### src/hw/rtl/scfla_ram.sv
// Generic single-write, single-read RAM with registered read data.
// No dependencies.
`default_nettype none

module scfla_ram #(
    parameter int WIDTH = 18,
    parameter int DEPTH = 16
) (
    input  logic                                       clk,
    input  logic                                       we,
    input  logic [((DEPTH > 1) ? $clog2(DEPTH) : 1)-1:0] waddr,
    input  logic [WIDTH-1:0]                           wdata,
    input  logic [((DEPTH > 1) ? $clog2(DEPTH) : 1)-1:0] raddr,
    output logic [WIDTH-1:0]                           rdata
);

    logic [WIDTH-1:0] mem_reg [DEPTH];
    logic [WIDTH-1:0] rdata_reg;

    always_ff @(posedge clk)
    begin
        if (we)
        begin
            mem_reg[waddr] <= wdata;
        end
        rdata_reg <= mem_reg[raddr];
    end

    assign rdata = rdata_reg;

endmodule

`default_nettype wire

### config.mk
export PLATFORM = sky130hd
export DESIGN_NAME = scfla_ram
export DESIGN_NICKNAME = d
export VERILOG_FILES = /design/src/hw/rtl/scfla_ram.sv
export SDC_FILE = /design/constraint.sdc
export NUM_CORES = 1
export LEC_CHECK = 0
export ABC_CLOCK_PERIOD_IN_PS = 2750
export BUFFER_PORTS_ARGS = -buffer_cell sky130_fd_sc_hd__buf_2
export CORE_ASPECT_RATIO = 1.4
export CORE_UTILIZATION = 43
export CTS_CLUSTER_SIZE = 12
export DETAILED_ROUTE_END_ITERATION = 6
export PLACE_DENSITY = 0.63
export REMOVE_ABC_BUFFERS = 1
export SKIP_CTS_REPAIR_TIMING = 1
export SLEW_MARGIN = 10
export SYNTH_ARGS = -nofsm -noshare
export SYNTH_HDL_FRONTEND = slang
export SYNTH_SLANG_ARGS = --single-unit
### constraint.sdc
create_clock -name clk -period 2.75 [get_ports clk]
set_input_delay 0.1375 -clock clk [delete_from_list [all_inputs] [get_ports clk]]
set_output_delay 0.1375 -clock clk [all_outputs]
set_load 0.03 [all_outputs]
==> results of run 1 <==
final timing paths:
check                              startpoint       endpoint  slack (ns)  cells past startpoint
worst max-delay path                 waddr[2]  mem_reg[2][2]        1.29                      4
worst min-delay path                 wdata[7]  mem_reg[8][7]     -0.0003                      1
worst max register to register  mem_reg[1][5]       rdata[5]        1.41                      3
worst min register to register  mem_reg[4][4]       rdata[4]        0.66                      3
stage by stage:
stage | utilization [%] | cell area [um2]
detailed placement | 47.2 | 12100
floorplan | - | 11200
CTS | 50.4 | 12900
global placement | 47.2 | 12100
global route | 51.1 | 13100
finish | 51.1 | 13100
metal layers:
layer  global-route usage (%)  vias to the layer above  wire (um)
met5                        0                        -          0
met4                     5.60                        0        559
met3                     3.21                       41       1340
met2                     30.0                      165      11800
met1                     22.3                     2746       9150
li1                         -                     2254          -
power breakdown:
part,total (mW),internal [mW],switching [mW]
registers,5.24,5.21,0.0305
logic,0.525,0.209,0.317
clock network,3.52,1.99,1.53
total,9.29,7.41,1.88
logic make-up (layout without fill, tap and decap cells):
kind of cell | count (synthesis) | count (layout)
muxes | 72 | 72
AOI/OAI and AO/OA | 36 | 36
and+or+nand+nor | 45 | 45
DFF | 306 | 306
buffers and inverters | 23 | 140
area by class of cell:
class / count / share of cell area, %
Clock buffer: 51 / 6.25
Clock inverter: 1 / 0.0287
Multi-Input combinational cell: 153 / 17.1
Sequential cell: 306 / 68.8
Tap cell: 319 / 3.05
Timing Repair Buffer: 88 / 4.80
placed cells by master, fill, tap and decap left out, types with 4 or more instances in the layout:
cell type	netlist	final
mux4_1	22	22
edfxtp_1	288	288
dlygate4sd3_1	0	16
a22oi_1	36	36
nand2_1	19	19
buf_2	3	44
clkbuf_16	0	29
nor3_2	0	4
buf_4	3	25
nor2_2	0	13
mux4_2	50	50
clkbuf_1	6	21
dfxtp_1	18	18
==> impl_metrics.env, run 1 <==
export IMPL_die_area_um2=27000
export IMPL_maxSlewViolCount=0
export IMPL_fin_hold_ws_ns=-0.000316
export IMPL_synth_top_family_by_area="multiplexers"
export IMPL_crit_path_end_kind="register"
export IMPL_area_delta_synth_final_pct=15.6
export IMPL_ys_async_sr_fraction_pct=0
export IMPL_yosysMostFrequentCell="edfxtp_1"
export IMPL_total_power_mw=9.29
export IMPL_yosysUniqueCellTypes=20
export IMPL_ys_ff_latch=306
export IMPL_post_drt_wl_per_cell_um=24.9
export IMPL_vias=5206
export IMPL_fillCellCount=1958
export IMPL_cp_slowest_cell="or3b_2"
export IMPL_gp_congestion=0.710
export IMPL_netlist_instances=482
export IMPL_yosysSeqAreaShare_pct=79.6
export IMPL_yosys_area_share_simple_pct=1.77
export IMPL_power_density_nw_per_um2=710
export IMPL_ys_warn_count=0
export IMPL_setup_viol=0
export IMPL_nets=606
export IMPL_antenna_found_initial=0
export IMPL_p_leak_nw=4.29
export IMPL_fp_coreArea_um2=25600
export IMPL_n_antenna_cell=0
export IMPL_cp_start_kind="input pin"
export IMPL_ir_worst_vdd_mv=0.496
export IMPL_firstDrtPassIters=7
export IMPL_cpPeakStageDelay_ns=0.54
export IMPL_finalWirelength_mm=22.8
export IMPL_die_height_um=194
export IMPL_max_cap_viol_count=0
export IMPL_clock_latency_ns=0.53
export IMPL_rows=69
export IMPL_min_period_ns=1.46
export IMPL_fin_setup_tns_ns=0
export IMPL_cp_max_fo=11
export IMPL_ios=46
export IMPL_hpwlAfterDp_mm=13.4
export IMPL_die_w_um=139
export IMPL_numCtsBuffers=29
export IMPL_portBuffers=45
export IMPL_status="complete, but fails checks"
export IMPL_cpLargestDelayFamily="simple AND/OR/NAND/NOR gates"
export IMPL_synthFlopType="edfxtp_1"
export IMPL_yosys_area_top_type="edfxtp_1"
export IMPL_grt_pass1_vias=5540
export IMPL_grt_pass1_wl_mm=34.3
export IMPL_arrival_ns=1.67
export IMPL_violations="DRC, hold timing"
export IMPL_synth_fa_ha_area_share_pct=0
export IMPL_clk_pin_slew_worst_paths_ns=0.06
export IMPL_post_layout_nonfiller_instances=918
export IMPL_crit_chain="buf_2, or3b_2, nor2_2, buf_4"
export IMPL_cts_sinks=306
export IMPL_tightest_slew_ns=0.688
export IMPL_max_freq_ghz=0.687
export IMPL_yosys_top_cells_count="edfxtp_1, mux4_2, a22oi_1"
export IMPL_via_per_inst=5.67
export IMPL_place_ws_ns=0.746
export IMPL_synth_xor_area_share_pct=0
export IMPL_ys_top_cells_by_area="edfxtp_1, mux4_2, mux4_1"
export IMPL_grt_ovfl_total=0
export IMPL_fin_ws_ns=1.29
export IMPL_ant_nets=0
export IMPL_synth_mux_area_share_pct=15.0
export IMPL_clock_skew_ns=0.00934
export IMPL_multiInputGateArea_um2=2230
export IMPL_final_hold_violation_count=1
export IMPL_synth_edf_count=288
export IMPL_cp_buffers_inverters=2
export IMPL_hold_class="input pin to register"
export IMPL_syn_area_um2=11300
export IMPL_cts_buffer_depth=3
export IMPL_cts_max_level=1
export IMPL_syn_avg_cell_area_um2=23.5
export IMPL_dp_cells=850
export IMPL_largest_register_ffs=288
export IMPL_cts_root_buffer="clkbuf_16"
export IMPL_drive_above_1_share_pct=28.7
export IMPL_drc=1
export IMPL_relSlewSlack_pct=54.1
export IMPL_rsz0062_at_grt="false"
export IMPL_cts_tree="built"
export IMPL_layout_area_seq_um2=9010
export IMPL_crit_type="input pin to register"
export IMPL_grt_max_degree=41
export IMPL_yosysTopAreaCellShare_pct=76.4
export IMPL_track_usage_pct=17.4
export IMPL_finalCritPeriodShare_pct=52.9
export IMPL_initial_core_util_pct=44.2
export IMPL_drt_initial_drc_count=475
export IMPL_required_ns=2.97
export IMPL_synth_compound_area_share_pct=2.39
No activity file was read; power rests on OpenSTA's default activity.
==> inputs of run 2 (changes only) <==
--- a/config.mk
+++ b/config.mk
@@ -5,7 +5,7 @@
 export SDC_FILE = /design/constraint.sdc
 export NUM_CORES = 1
 export LEC_CHECK = 0
-export ABC_CLOCK_PERIOD_IN_PS = 2750
+export ABC_CLOCK_PERIOD_IN_PS = 1400
 export BUFFER_PORTS_ARGS = -buffer_cell sky130_fd_sc_hd__buf_2
 export CORE_ASPECT_RATIO = 1.4
 export CORE_UTILIZATION = 43
==> constraint.sdc (replaced) <==
create_clock -name clk -period 1.4 [get_ports clk]
set_input_delay 0.07 -clock clk [delete_from_list [all_inputs] [get_ports clk]]
set_output_delay 0.07 -clock clk [all_outputs]
set_load 0.03 [all_outputs]
==> impl_metrics.env, run 2 (synthesis gave the netlist of run 1 again) <==
export IMPL_status="complete, but fails checks"
export IMPL_violations="DRC"
export IMPL_post_drt_wl_per_cell_um=25.0
export IMPL_largest_register_ffs=288
export IMPL_pwr_share_comb_pct=5.9
export IMPL_final_common_cell="edfxtp_1"
export IMPL_max_cap_viol_count=0
export IMPL_relSlewSlack_pct=43.1
export IMPL_gr_usage_met1_pct=23.3
export IMPL_via_per_inst=5.65
export IMPL_power_density_nw_per_um2=1380
export IMPL_min_period_ns=1.33
export IMPL_r2r_end="rdata[4]"
export IMPL_maxSlewViolCount=0
export IMPL_arrival_ns=1.76
export IMPL_setup_viol=0
export IMPL_grt_max_degree=20
export IMPL_die_area_um2=27000
export IMPL_dp_cells=866
export IMPL_clk_pin_slew_worst_paths_ns=0.06
export IMPL_cp_start_kind="register"
export IMPL_cp_buffers_inverters=0
export IMPL_ir_worst_vdd_mv=0.935
export IMPL_clock_latency_ns=0.54
export IMPL_initial_core_util_pct=44.2
export IMPL_switching_share_pct=20.2
export IMPL_grt_ovfl_total=0
export IMPL_die_height_um=194
export IMPL_ant_nets=0
export IMPL_crit_path_end_kind="register"
export IMPL_numCtsBuffers=30
export IMPL_finalWirelength_mm=23.5
export IMPL_clock_skew_ns=0.00644
export IMPL_crit_type="register to register"
export IMPL_gp_congestion=0.735
export IMPL_cpPeakStageDelay_ns=0.53
export IMPL_drt_initial_drc_count=421
export IMPL_hold_class="input pin to register"
export IMPL_fp_coreArea_um2=25600
export IMPL_use_met3_pct=2.45
export IMPL_nets=625
export IMPL_finalCritPeriodShare_pct=95.1
export IMPL_post_layout_nonfiller_instances=940
export IMPL_rr_worst_depth=3
export IMPL_n_antenna_cell=0
export IMPL_grt_pass1_wl_mm=35.1
export IMPL_tightest_slew_ns=0.849
export IMPL_hold_end="mem_reg[0][13]"
export IMPL_cts_root_buffer="clkbuf_16"
export IMPL_cts_buffer_depth=3
export IMPL_layout_common_cells="edfxtp_1, mux4_2, buf_2"
export IMPL_required_ns=1.82
export IMPL_final_hold_violation_count=0
export IMPL_cp_max_fo=1
export IMPL_grt_pass1_vias=5575
export IMPL_dpl_cell_area_um2=12400
export IMPL_ios=46
export IMPL_cp_slowest_cell="mux4_1"
export IMPL_pwr_share_clk_pct=38.8
export IMPL_fin_setup_tns_ns=0
export IMPL_portBuffers=45
export IMPL_internal_power_mw=14.9
export IMPL_die_w_um=139
export IMPL_cts_max_level=1
export IMPL_cpLargestDelayFamily="multiplexers"
export IMPL_final_cell_area_um2=13500
export IMPL_min_from="waddr[1]"
export IMPL_vias=5311
export IMPL_max_freq_ghz=0.751
export IMPL_r2r_slack_ns=0.07
export IMPL_r2r_start="mem_reg[9][4]"
export IMPL_cts_sinks=306
export IMPL_area_delta_synth_final_pct=19.2
export IMPL_busiest_layer="met2"
export IMPL_grtUsageMet2_pct=31.4
export IMPL_crit_chain="mux4_1, a22oi_1, nand2_1"
export IMPL_p_leak_nw=4.46
export IMPL_p_seq_share_pct=55.2
export IMPL_hold_depth=3
export IMPL_antenna_found_initial=0
export IMPL_drive_above_1_share_pct=30.8
export IMPL_rows=69
export IMPL_rsz0062_at_grt="false"
export IMPL_firstDrtPassIters=7
export IMPL_track_usage_pct=18.0
export IMPL_hpwlAfterDp_mm=13.1
export IMPL_cts_tree="built"
export IMPL_power_switching_mw=3.77
export IMPL_drc=1
[run 2: cell types whose count changed in the layout (fill, tap and decap cells not counted), sizes merged]
cell	change
buf	+16
clkbuf	+3
dlygate4sd3	+2
inv	+1
[run 2: cell type report]
class / instances / area (um2)
Multi-Input combinational cell: 153 / 2230
Clock buffer: 54 / 872
Tap cell: 319 / 399
Fill cell: 1937 / 12100
Sequential cell: 306 / 9010
Timing Repair Buffer: 106 / 968
Clock inverter: 2 / 15.0
[run 2: through the flow]
| stage | total power, mW | hold WS [ns] | setup slack [ns] | utilization, % |
|---|---|---|---|---|
| final | 18.7 | 0.134 | 0.0690 | 52.6 |
| after CTS | 18.8 | -0.111 | 0.0501 | 51.9 |
| after floorplan | 11.0 | 0.169 | -0.866 | - |
| after global routing | 19.2 | 0.134 | 0.0149 | 52.6 |
| after detailed placement | 11.6 | 0.453 | -0.137 | 48.5 |
| after global placement | 11.5 | 0.418 | -0.0935 | 48.5 |
[run 2: how the worst max path moves through the flow]
stage                              from             to  slack, ns  cells after the start
after floorplan                waddr[2]  mem_reg[0][0]      -0.87                      2
after global placement         raddr[0]       rdata[4]      -0.09                      5
after detailed placement       waddr[2]  mem_reg[0][1]      -0.14                      4
after CTS                 mem_reg[9][4]       rdata[4]       0.05                      3
after global routing      mem_reg[9][4]       rdata[4]       0.01                      3
final                     mem_reg[9][4]       rdata[4]       0.07                      3
[run 2: per-layer routing]
layer / wire (um) / part of all wire, %
met1: 9340 / 40
met4: 609 / 2.6
met2: 12300 / 53
met3: 1170 / 5.0
met5: 0 / 0
[run 2: power by group through the flow]
stage          clock network [mW]  registers (mW)  logic (mW)
3_5_place_dp                    0            10.5        1.09
6_report                     7.25            10.3        1.11
3_3_place_gp                    0            10.5        1.06
4_1_cts                      7.37            10.3        1.09
2_1_floorplan                   0            10.6       0.392
5_1_grt                      7.74            10.3        1.19
[run 2: worst register-to-register path, cell delays in order (launching register included)]
cell and delay [ns]:
edfxtp_1 0.38, mux4_1 0.53, a22oi_1 0.24, nand2_1 0.07
==> inputs of run 3 (changes only) <==
--- a/config.mk
+++ b/config.mk
@@ -13,6 +13,7 @@
 export DETAILED_ROUTE_END_ITERATION = 6
 export PLACE_DENSITY = 0.63
 export REMOVE_ABC_BUFFERS = 1
+export SETUP_SLACK_MARGIN = 0.15
 export SKIP_CTS_REPAIR_TIMING = 1
 export SLEW_MARGIN = 10
 export SYNTH_ARGS = -nofsm -noshare
==> impl_metrics.env, run 3 (synthesis gave the netlist of run 1 again) <==
export IMPL_min_from="waddr[1]"
export IMPL_relSlewSlack_pct=32.7
export IMPL_grt_max_degree=20
export IMPL_cp_max_fo=1
export IMPL_gp_congestion=0.735
export IMPL_final_common_cell="edfxtp_1"
export IMPL_max_freq_ghz=0.791
export IMPL_min_period_ns=1.26
export IMPL_fin_hold_ws_ns=0.138
export IMPL_final_hold_violation_count=0
export IMPL_hold_class="input pin to register"
export IMPL_crit_path_end_kind="register"
export IMPL_r2r_start="mem_reg[0][4]"
export IMPL_post_drt_wl_per_cell_um=25.1
export IMPL_cpPeakStageDelay_ns=0.50
export IMPL_power_density_nw_per_um2=1380
export IMPL_clock_skew_ns=0.00847
export IMPL_antenna_found_initial=0
export IMPL_multiInputGateArea_um2=2290
export IMPL_drive_above_1_share_pct=36.7
export IMPL_area_delta_synth_final_pct=19.7
export IMPL_fin_ws_ns=0.136
export IMPL_via_per_inst=5.65
export IMPL_finalWirelength_mm=23.6
export IMPL_tightest_slew_ns=1.01
export IMPL_cts_sinks=306
export IMPL_cts_root_buffer="clkbuf_16"
export IMPL_cp_start_kind="register"
export IMPL_clock_latency_ns=0.53
export IMPL_die_height_um=194
export IMPL_status="complete, but fails checks"
export IMPL_layout_common_cells="edfxtp_1, mux4_2, buf_2"
export IMPL_clk_pin_slew_worst_paths_ns=0.06
export IMPL_required_ns=1.83
export IMPL_cp_slowest_cell="mux4_1"
export IMPL_cts_max_level=1
export IMPL_max_cap_viol_count=0
export IMPL_largest_register_ffs=288
export IMPL_ir_worst_vdd_mv=0.905
export IMPL_numCtsBuffers=30
export IMPL_rsz0062_at_grt="true"
export IMPL_maxSlewViolCount=0
export IMPL_grt_pass1_vias=5575
export IMPL_fp_coreArea_um2=25600
export IMPL_cts_tree="built"
export IMPL_vias=5307
export IMPL_hpwlAfterDp_mm=13.1
export IMPL_initial_core_util_pct=44.2
export IMPL_violations="DRC"
export IMPL_crit_type="register to register"
export IMPL_hold_end="mem_reg[0][3]"
export IMPL_final_cell_area_um2=13600
export IMPL_rows=69
export IMPL_die_w_um=139
export IMPL_firstDrtPassIters=7
export IMPL_setup_viol=0
export IMPL_total_power_mw=18.7
export IMPL_drc=1
export IMPL_grt_ovfl_total=0
export IMPL_portBuffers=45
export IMPL_finalCritPeriodShare_pct=90.3
export IMPL_ios=46
export IMPL_n_antenna_cell=0
export IMPL_crit_chain="mux4_1, a22oi_1, nand2_1"
export IMPL_track_usage_pct=18.0
export IMPL_nets=625
export IMPL_post_layout_nonfiller_instances=940
export IMPL_r2r_end="rdata[4]"
export IMPL_place_ws_ns=-0.137
export IMPL_p_leak_nw=4.41
export IMPL_cts_buffer_depth=3
export IMPL_rr_worst_depth=3
export IMPL_cpLargestDelayFamily="multiplexers"
export IMPL_utilization_pct=52.9
export IMPL_critical_path_startpoint="mem_reg[0][4]"
export IMPL_hold_depth=3
export IMPL_arrival_ns=1.69
export IMPL_die_area_um2=27000
export IMPL_layout_area_seq_um2=9010
export IMPL_drt_initial_drc_count=392
export IMPL_cp_buffers_inverters=0
export IMPL_fillCellCount=1942
export IMPL_ant_nets=0
export IMPL_grt_pass1_wl_mm=35.1
export IMPL_dpl_cell_area_um2=12400
export IMPL_r2r_slack_ns=0.14
export IMPL_fin_setup_tns_ns=0
export IMPL_dp_cells=866
[run 3: changes by cell type in the layout (fill, tap and decap cells not counted)]
cell	delta
a22oi_2	+23
mux4_1	-14
a22oi_1	-23
mux4_2	+14
[run 3: worst max-delay path by stage]
stage / to / cells after the start
2_1_floorplan: mem_reg[0][0] / 2
3_3_place_gp: rdata[4] / 5
3_5_place_dp: mem_reg[0][1] / 4
4_1_cts: rdata[4] / 3
5_1_grt: rdata[11] / 3
6_report: rdata[4] / 3
[run 3: tightest hold or removal path: cells and delay by family]
kind                   cells  cell delay (ns)
AND/OR/NAND/NOR            1             0.08
buffers and inverters      2             0.35
[run 3: final cells by class]
| type | count | area share (%) |
|---|---|---|
| clock buffers | 54 | 6.43 |
| clock inverters | 2 | 0.111 |
| multi-input cells | 153 | 16.9 |
| flip-flops and latches | 306 | 66.4 |
| well taps | 319 | 2.94 |
| repair buffers | 106 | 7.14 |
[run 3: where the power goes]
group          total, mW  switching, mW  internal, mW  leakage (nW)
clock network       7.26           3.08          4.17         0.423
logic               1.16          0.666         0.499          1.23
registers           10.3         0.0616          10.2          2.75
[run 3: per-layer routing]
metal	global-route usage, %	wire length, um	up-vias	part of all wire [%]
met5	0	0	-	0
met4	6.42	659	0	2.8
met3	2.45	1250	53	5.3
met2	31.4	12300	179	52
met1	23.3	9380	2789	40
li1	-	-	2286	-
